**src/s2cd_pkg.sv**
```systemverilog
// Package for the seconds-to-calendar-date converter.
// Holds the time-of-day bundle, reciprocal constants and month-start tables.
// No dependencies.
package s2cd_pkg;

  typedef struct packed {
    logic [5:0] sec;
    logic [5:0] min;
    logic [4:0] hr;
  } tod_t;

  typedef logic [8:0] doy_t;

  // Reciprocals for exact constant division over the value ranges of each stage.
  localparam logic [31:0] RECIP_60    = 32'h8888_8889;
  localparam logic [20:0] RECIP_24    = 21'd1398102;
  localparam logic [16:0] RECIP_CYCLE = 17'd91868;

  localparam logic [15:0] CYCLE_DAYS  = 16'd1461;

  localparam logic [10:0] YEAR1_START = 11'd366;
  localparam logic [10:0] YEAR2_START = 11'd731;
  localparam logic [10:0] YEAR3_START = 11'd1096;

  localparam doy_t MONTH_START_LEAP [12] = '{
    9'd0, 9'd31, 9'd60, 9'd91, 9'd121, 9'd152,
    9'd182, 9'd213, 9'd244, 9'd274, 9'd305, 9'd335
  };

  localparam doy_t MONTH_START_COMMON [12] = '{
    9'd0, 9'd31, 9'd59, 9'd90, 9'd120, 9'd151,
    9'd181, 9'd212, 9'd243, 9'd273, 9'd304, 9'd334
  };

endpackage

```
**src/s2cd_tod.sv**
```systemverilog
// Time-of-day front end: four pipeline stages of reciprocal division.
// Splits seconds, minutes and hours and forms the day count product.
// Depends on s2cd_pkg.
module s2cd_tod (
  input  logic               clk,
  input  logic               rst,
  input  logic               in_valid,
  output logic               in_ready,
  input  logic [31:0]        epoch_seconds,
  output logic               out_valid,
  input  logic               out_ready,
  output s2cd_pkg::tod_t     tod,
  output logic [15:0]        days,
  output logic [32:0]        days_prod
);

  logic        v1, v2, v3, v4;
  logic        rdy1, rdy2, rdy3, rdy4;

  logic [31:0] t1;
  logic [63:0] p1;

  logic [26:0] q1;
  logic [32:0] q1x60;
  logic [5:0]  sec2;
  logic [26:0] q1_2;
  logic [58:0] p2;

  logic [20:0] q2;
  logic [26:0] q2x60;
  logic [5:0]  sec3;
  logic [5:0]  min3;
  logic [20:0] q2_3;
  logic [41:0] p3;

  logic [15:0] q3;
  logic [19:0] q3x24;
  s2cd_pkg::tod_t tod4;
  logic [15:0] q3_4;
  logic [32:0] p4;

  assign rdy4     = !v4 || out_ready;
  assign rdy3     = !v3 || rdy4;
  assign rdy2     = !v2 || rdy3;
  assign rdy1     = !v1 || rdy2;
  assign in_ready = rdy1;

  assign q1    = p1[63:37];
  assign q1x60 = {q1, 6'b0} - {4'b0, q1, 2'b0};
  assign q2    = p2[57:37];
  assign q2x60 = {q2, 6'b0} - {4'b0, q2, 2'b0};
  assign q3    = p3[40:25];
  assign q3x24 = {q3, 4'b0} + {1'b0, q3, 3'b0};

  always_ff @(posedge clk) begin
    if (rst) begin
      v1 <= 1'b0;
      v2 <= 1'b0;
      v3 <= 1'b0;
      v4 <= 1'b0;
    end else begin
      if (rdy1) v1 <= in_valid;
      if (rdy2) v2 <= v1;
      if (rdy3) v3 <= v2;
      if (rdy4) v4 <= v3;
    end
  end

  always_ff @(posedge clk) begin
    if (rdy1) begin
      t1 <= epoch_seconds;
      p1 <= 64'(epoch_seconds) * 64'(s2cd_pkg::RECIP_60);
    end
    if (rdy2) begin
      sec2 <= 6'(t1 - q1x60[31:0]);
      q1_2 <= q1;
      p2   <= 59'(q1) * 59'(s2cd_pkg::RECIP_60);
    end
    if (rdy3) begin
      sec3 <= sec2;
      min3 <= 6'(q1_2 - q2x60);
      q2_3 <= q2;
      p3   <= 42'(q2) * 42'(s2cd_pkg::RECIP_24);
    end
    if (rdy4) begin
      tod4.sec <= sec3;
      tod4.min <= min3;
      tod4.hr  <= 5'(q2_3 - 21'(q3x24));
      q3_4     <= q3;
      p4       <= 33'(q3) * 33'(s2cd_pkg::RECIP_CYCLE);
    end
  end

  assign out_valid = v4;
  assign tod       = tod4;
  assign days      = q3_4;
  assign days_prod = p4;

endmodule

```
**src/s2cd_cal.sv**
```systemverilog
// Calendar back end: three pipeline stages from day count to year, month, day.
// Splits four-year cycles, locates the year and then the month by table compare.
// Depends on s2cd_pkg.
module s2cd_cal (
  input  logic               clk,
  input  logic               rst,
  input  logic               in_valid,
  output logic               in_ready,
  input  s2cd_pkg::tod_t     tod,
  input  logic [15:0]        days,
  input  logic [32:0]        days_prod,
  output logic               out_valid,
  input  logic               out_ready,
  output logic [5:0]         second_of_minute,
  output logic [5:0]         minute_of_hour,
  output logic [4:0]         hour_of_day,
  output logic [4:0]         day_of_month,
  output logic [3:0]         month_of_year,
  output logic [7:0]         years_since_2000
);

  logic           v5, v6, v7;
  logic           rdy5, rdy6, rdy7;

  logic [5:0]     cyc;
  logic [15:0]    cyc_days;
  s2cd_pkg::tod_t tod5;
  logic [5:0]     cyc5;
  logic [10:0]    dayin5;

  logic [1:0]     yr;
  logic [10:0]    year_base;
  s2cd_pkg::tod_t tod6;
  logic [5:0]     cyc6;
  logic [1:0]     yr6;
  logic [8:0]     doy6;

  logic [3:0]     mo;
  s2cd_pkg::doy_t mo_start;
  s2cd_pkg::tod_t tod7;
  logic [4:0]     day7;
  logic [3:0]     month7;
  logic [7:0]     years7;

  assign rdy7     = !v7 || out_ready;
  assign rdy6     = !v6 || rdy7;
  assign rdy5     = !v5 || rdy6;
  assign in_ready = rdy5;

  assign cyc      = days_prod[32:27];
  assign cyc_days = 16'(cyc) * s2cd_pkg::CYCLE_DAYS;

  always_comb begin
    if (dayin5 >= s2cd_pkg::YEAR3_START) begin
      yr        = 2'd3;
      year_base = s2cd_pkg::YEAR3_START;
    end else if (dayin5 >= s2cd_pkg::YEAR2_START) begin
      yr        = 2'd2;
      year_base = s2cd_pkg::YEAR2_START;
    end else if (dayin5 >= s2cd_pkg::YEAR1_START) begin
      yr        = 2'd1;
      year_base = s2cd_pkg::YEAR1_START;
    end else begin
      yr        = 2'd0;
      year_base = 11'd0;
    end
  end

  always_comb begin
    mo = 4'd0;
    for (int i = 1; i < 12; i++) begin
      if (yr6 == 2'd0) begin
        if (doy6 >= s2cd_pkg::MONTH_START_LEAP[i]) mo = 4'(i);
      end else begin
        if (doy6 >= s2cd_pkg::MONTH_START_COMMON[i]) mo = 4'(i);
      end
    end
    if (yr6 == 2'd0) begin
      mo_start = s2cd_pkg::MONTH_START_LEAP[mo];
    end else begin
      mo_start = s2cd_pkg::MONTH_START_COMMON[mo];
    end
  end

  always_ff @(posedge clk) begin
    if (rst) begin
      v5 <= 1'b0;
      v6 <= 1'b0;
      v7 <= 1'b0;
    end else begin
      if (rdy5) v5 <= in_valid;
      if (rdy6) v6 <= v5;
      if (rdy7) v7 <= v6;
    end
  end

  always_ff @(posedge clk) begin
    if (rdy5) begin
      tod5   <= tod;
      cyc5   <= cyc;
      dayin5 <= 11'(days - cyc_days);
    end
    if (rdy6) begin
      tod6 <= tod5;
      cyc6 <= cyc5;
      yr6  <= yr;
      doy6 <= 9'(dayin5 - year_base);
    end
    if (rdy7) begin
      tod7   <= tod6;
      day7   <= 5'(doy6 - mo_start + 9'd1);
      month7 <= mo + 4'd1;
      years7 <= {cyc6, yr6};
    end
  end

  assign out_valid        = v7;
  assign second_of_minute = tod7.sec;
  assign minute_of_hour   = tod7.min;
  assign hour_of_day      = tod7.hr;
  assign day_of_month     = day7;
  assign month_of_year    = month7;
  assign years_since_2000 = years7;

endmodule

```
**src/seconds_to_calendar_date.sv**
```systemverilog
// Top level of the seconds-to-calendar-date converter.
// Chains the time-of-day front end and the calendar back end.
// Depends on s2cd_pkg, s2cd_tod and s2cd_cal.
//
//   Channel   Handshake              Payload
//   input     in_valid / in_ready    epoch_seconds
//   output    out_valid / out_ready  second_of_minute .. years_since_2000
//
// Each transfer in leaves as one transfer out after passing through the front-end and back-end stages.
// One transfer per cycle is sustained while the output is not stalled; the depth is set by four
// reciprocal multiply stages and three calendar table stages.
// Reset clears the valid bit of every stage; payload registers are not reset.
// Under a stall, a full stage holds until its successor can accept, and empty stages keep filling.
module seconds_to_calendar_date (
  input  logic        clk,
  input  logic        rst,
  input  logic        in_valid,
  output logic        in_ready,
  input  logic [31:0] epoch_seconds,
  output logic        out_valid,
  input  logic        out_ready,
  output logic [5:0]  second_of_minute,
  output logic [5:0]  minute_of_hour,
  output logic [4:0]  hour_of_day,
  output logic [4:0]  day_of_month,
  output logic [3:0]  month_of_year,
  output logic [7:0]  years_since_2000
);

  logic           mid_valid;
  logic           mid_ready;
  s2cd_pkg::tod_t mid_tod;
  logic [15:0]    mid_days;
  logic [32:0]    mid_prod;

  s2cd_tod u_tod (
    .clk           (clk),
    .rst           (rst),
    .in_valid      (in_valid),
    .in_ready      (in_ready),
    .epoch_seconds (epoch_seconds),
    .out_valid     (mid_valid),
    .out_ready     (mid_ready),
    .tod           (mid_tod),
    .days          (mid_days),
    .days_prod     (mid_prod)
  );

  s2cd_cal u_cal (
    .clk              (clk),
    .rst              (rst),
    .in_valid         (mid_valid),
    .in_ready         (mid_ready),
    .tod              (mid_tod),
    .days             (mid_days),
    .days_prod        (mid_prod),
    .out_valid        (out_valid),
    .out_ready        (out_ready),
    .second_of_minute (second_of_minute),
    .minute_of_hour   (minute_of_hour),
    .hour_of_day      (hour_of_day),
    .day_of_month     (day_of_month),
    .month_of_year    (month_of_year),
    .years_since_2000 (years_since_2000)
  );

endmodule
```
**config.mk**
```make
export PLATFORM = sky130hd
export DESIGN_NAME = seconds_to_calendar_date
export DESIGN_NICKNAME = d
export VERILOG_FILES = /design/src/s2cd_pkg.sv /design/src/s2cd_tod.sv /design/src/s2cd_cal.sv /design/src/seconds_to_calendar_date.sv
export SDC_FILE = /design/constraint.sdc
export NUM_CORES = 2
export LEC_CHECK = 0
export BUFFER_PORTS_ARGS = -buffer_cell sky130_fd_sc_hd__buf_4
export CAP_MARGIN = 20
export CORE_MARGIN = 2
export CORE_UTILIZATION = 52
export DETAILED_ROUTE_END_ITERATION = 12
export GPL_TIMING_DRIVEN = 1
export HOLD_SLACK_MARGIN = 0.1
export PLACE_DENSITY = 0.68
export RECOVER_POWER = 100
export SETUP_SLACK_MARGIN = 0.4
export SYNTH_ARGS = -nofsm -noshare
export SYNTH_HDL_FRONTEND = slang
export SYNTH_SLANG_ARGS = --single-unit
```
**constraint.sdc**
```tcl
create_clock -name clk -period 7.4 [get_ports clk]
set_input_delay 0 -clock clk [delete_from_list [all_inputs] [get_ports clk]]
set_output_delay 0 -clock clk [all_outputs]
set_load 0.03 [all_outputs]
```
==> flow_metrics.tcl <==
set metrics [dict create \
    syn_nets 4795 \
    cp_slowest_cell "fa_1" \
    ys_seq_elements 242 \
    io_pins 72 \
    drt_drc_violations_left 0 \
    cpMostUsedCell "fa_1" \
    fin_nets 4895 \
    synth.avg_cell_area_um2 11.0 \
    cts_resized 0 \
    drt_wl_total_um 80900 \
    crit_chain "ha_1 > inv_1 > fa_1 > inv_1 > fa_1 > fa_1 > fa_1 > fa_1 > ha_1 > o21a_1 > o21bai_1 > a2111oi_0 > o221ai_1 > a2111oi_0 > nor3_1 > nor2_2 > o22ai_1 > xnor2_1" \
    via_per_inst 5.32 \
    setup_viol 0 \
    multi_input_area_mm2 0.0266 \
    htree_num_levels 1 \
    mostFrequentLayoutCells "895 x inv_1, 841 x ha_1, 528 x fa_1" \
    hold_viol 0 \
    route.vias.total 23705 \
    grt_max_degree 36 \
    finClkSkew_ps 16.4 \
    cts_made_buffers 27 \
    die_h_um 272 \
    clock_path_buffers 3 \
    crit_fanout 4 \
    die_x_um 272 \
    syn_area_mm2 0.0373 \
    wl_per_cell_um 18.1 \
    start_util_pct 52.4 \
    rsz0062_at_grt "no" \
    fill_cells 6209 \
    cpPeakStageDelay_ps 690 \
    synth-async-reset-ratio_pct 0 \
    port_buffers 71 \
    place.gp.congestion 0.969 \
    drive_gt1_share_pct 2.79 \
    overflow 0 \
    clock-root-buffer "clkbuf_16" \
    fmax_mhz 148 \
    regArea_mm2 0.00720 \
    die_area_mm2 0.0739 \
    rows 98 \
    dpl.hpwl_um 70900 \
    firstDrtPassIters 6 \
    grt_pass1_vias 24649 \
    ant_nets 0 \
    mostFrequentLayoutCell "inv_1" \
    n_antenna_cell 0 \
    drt_iter0_drc 1417 \
    antenna_found_initial 1 \
    hold_path.class "in -> reg" \
    cap_violations 6 \
    track_usage_pct 22.6 \
    failed_checks "capacitance limit, slew limit" \
    worstSetupPathType "reg -> reg" \
    setup-tns-final_ps 0 \
    cp-start-kind "register" \
    syn2layout_area_growth_pct 6.34 \
    yosysWarningCount 0 \
    clock_sinks 242 \
    syn_inst 3390 \
    status "finished, violations left" \
    synth_edf_count 235 \
    path_clk_slew_ps 60 \
    grt_pass1_wl_um 131000 \
    core_region_area_mm2 0.0712 \
    ys.flop_type "edfxtp_1" \
    fin_crit_sh_pct 91.2 \
    cp-end-kind "register" \
    tightest_slew_ps 2170 \
    ys_seq_area_share_pct 19.3 \
    finalCriticalPeriod_ps 6750 \
    crit_required_ps 7700 \
    clk_latency_ps 560 \
    finalMaxSlewViolations 210 \
    timing.slew.headroom_pct -44.8 \
    worstPathArrival_ps 7050 \
    ys_types 86 \
    cts_tree "done" \
]
## worst max-delay path: cells and delay by family, from the launching register on
family,cells,cell delay [ps]
AOI/OAI and AO/OA,6,1900
xor gates and xnor gates,1,150
adders and majority gates,7,3340
buffers and inverters,2,220
DFF,1,480
and+or+nand+nor,2,410
## final timing paths
path                                              start  cells after the start                            to  slack (ps)
worst max-delay path             u_tod.p1[63]$_DFFE_PP_                     18        u_tod.p2[56]$_DFFE_PP_         650
worst min-delay path                                rst                      3  u_tod.out_valid$_SDFFE_PP0P_         240
worst max register to register   u_tod.p1[63]$_DFFE_PP_                     18        u_tod.p2[56]$_DFFE_PP_         650
worst min register to register  u_cal.tod5[5]$_DFFE_PP_                      0       u_cal.tod6[5]$_DFFE_PP_         410
## cell usage after synthesis (all sizes together), types with 32 or more instances
master,instances,area (um^2)
inv,895,3360
ha,841,10500
fa,528,10600
edfxtp,235,7060
a21oi,138,713
xnor2,78,683
nand2,76,288
nor2,76,288
o21ai,76,384
a21o,66,495
xor2,35,307
o21bai,32,240
## logic make-up after synthesis
logic type | after synthesis | synth area share, %
buffers and inverters | 911 | 9.20
adder cells (fa/ha/maj) | 1369 | 56.6
XOR/XNOR | 113 | 2.65
AO/OA/AOI/OAI | 461 | 8.41
flip-flops | 242 | 19.3
AND/OR/NAND/NOR | 292 | 3.82
multiplexers | 2 | 0.0570
## layer usage
layer	vias to the layer above	GRT usage, %	share of wire [%]
met5	-	0	0.016
met4	2	4.68	2.0
met3	89	2.58	4.9
met2	477	36.0	45
met1	11738	33.5	48
li1	11399	-	-
## sequential cells by signal, indices dropped and copies added (netlist names), 8 cells and up
| register | flops |
|---|---|
| u_tod.p1 | 30 |
| u_tod.p2 | 24 |
| u_cal.tod5 | 17 |
| u_cal.tod6 | 17 |
| u_tod.tod | 17 |
| u_tod.p3 | 16 |
| u_cal.dayin5 | 11 |
| u_tod.days | 11 |
| u_cal.doy6 | 9 |
| u_cal.years_since_2000 | 8 |
## per-stage QoR
stage	instance area [um^2]	setup slack [ps]	util [%]	instances	hold WS, ps
floorplan	37300	1530	-	3390	69.1
global placement	39000	1020	54.7	4401	238
detailed placement	39000	960	54.8	4402	241
CTS	39900	914	56.1	4459	216
global route	39700	350	55.7	4459	242
finish	39700	648	55.7	4459	239
## cell type report
type | instances | area share, %
Clock buffer | 29 | 1.72
Clock inverter | 19 | 0.385
Inverter | 895 | 8.47
Multi-Input combinational cell | 2237 | 67.0
Sequential cell | 242 | 18.1
Tap cell | 950 | 3.00
Timing Repair Buffer | 87 | 1.25
## what timing repair did
item	in CTS	in global routing
setup buffers	0	0
hold buffers	9	0
hold endpoints to repair	13	0
Power is not shown: default switching activity piles up to over one toggle a cycle in this logic, so the estimate is an artifact.
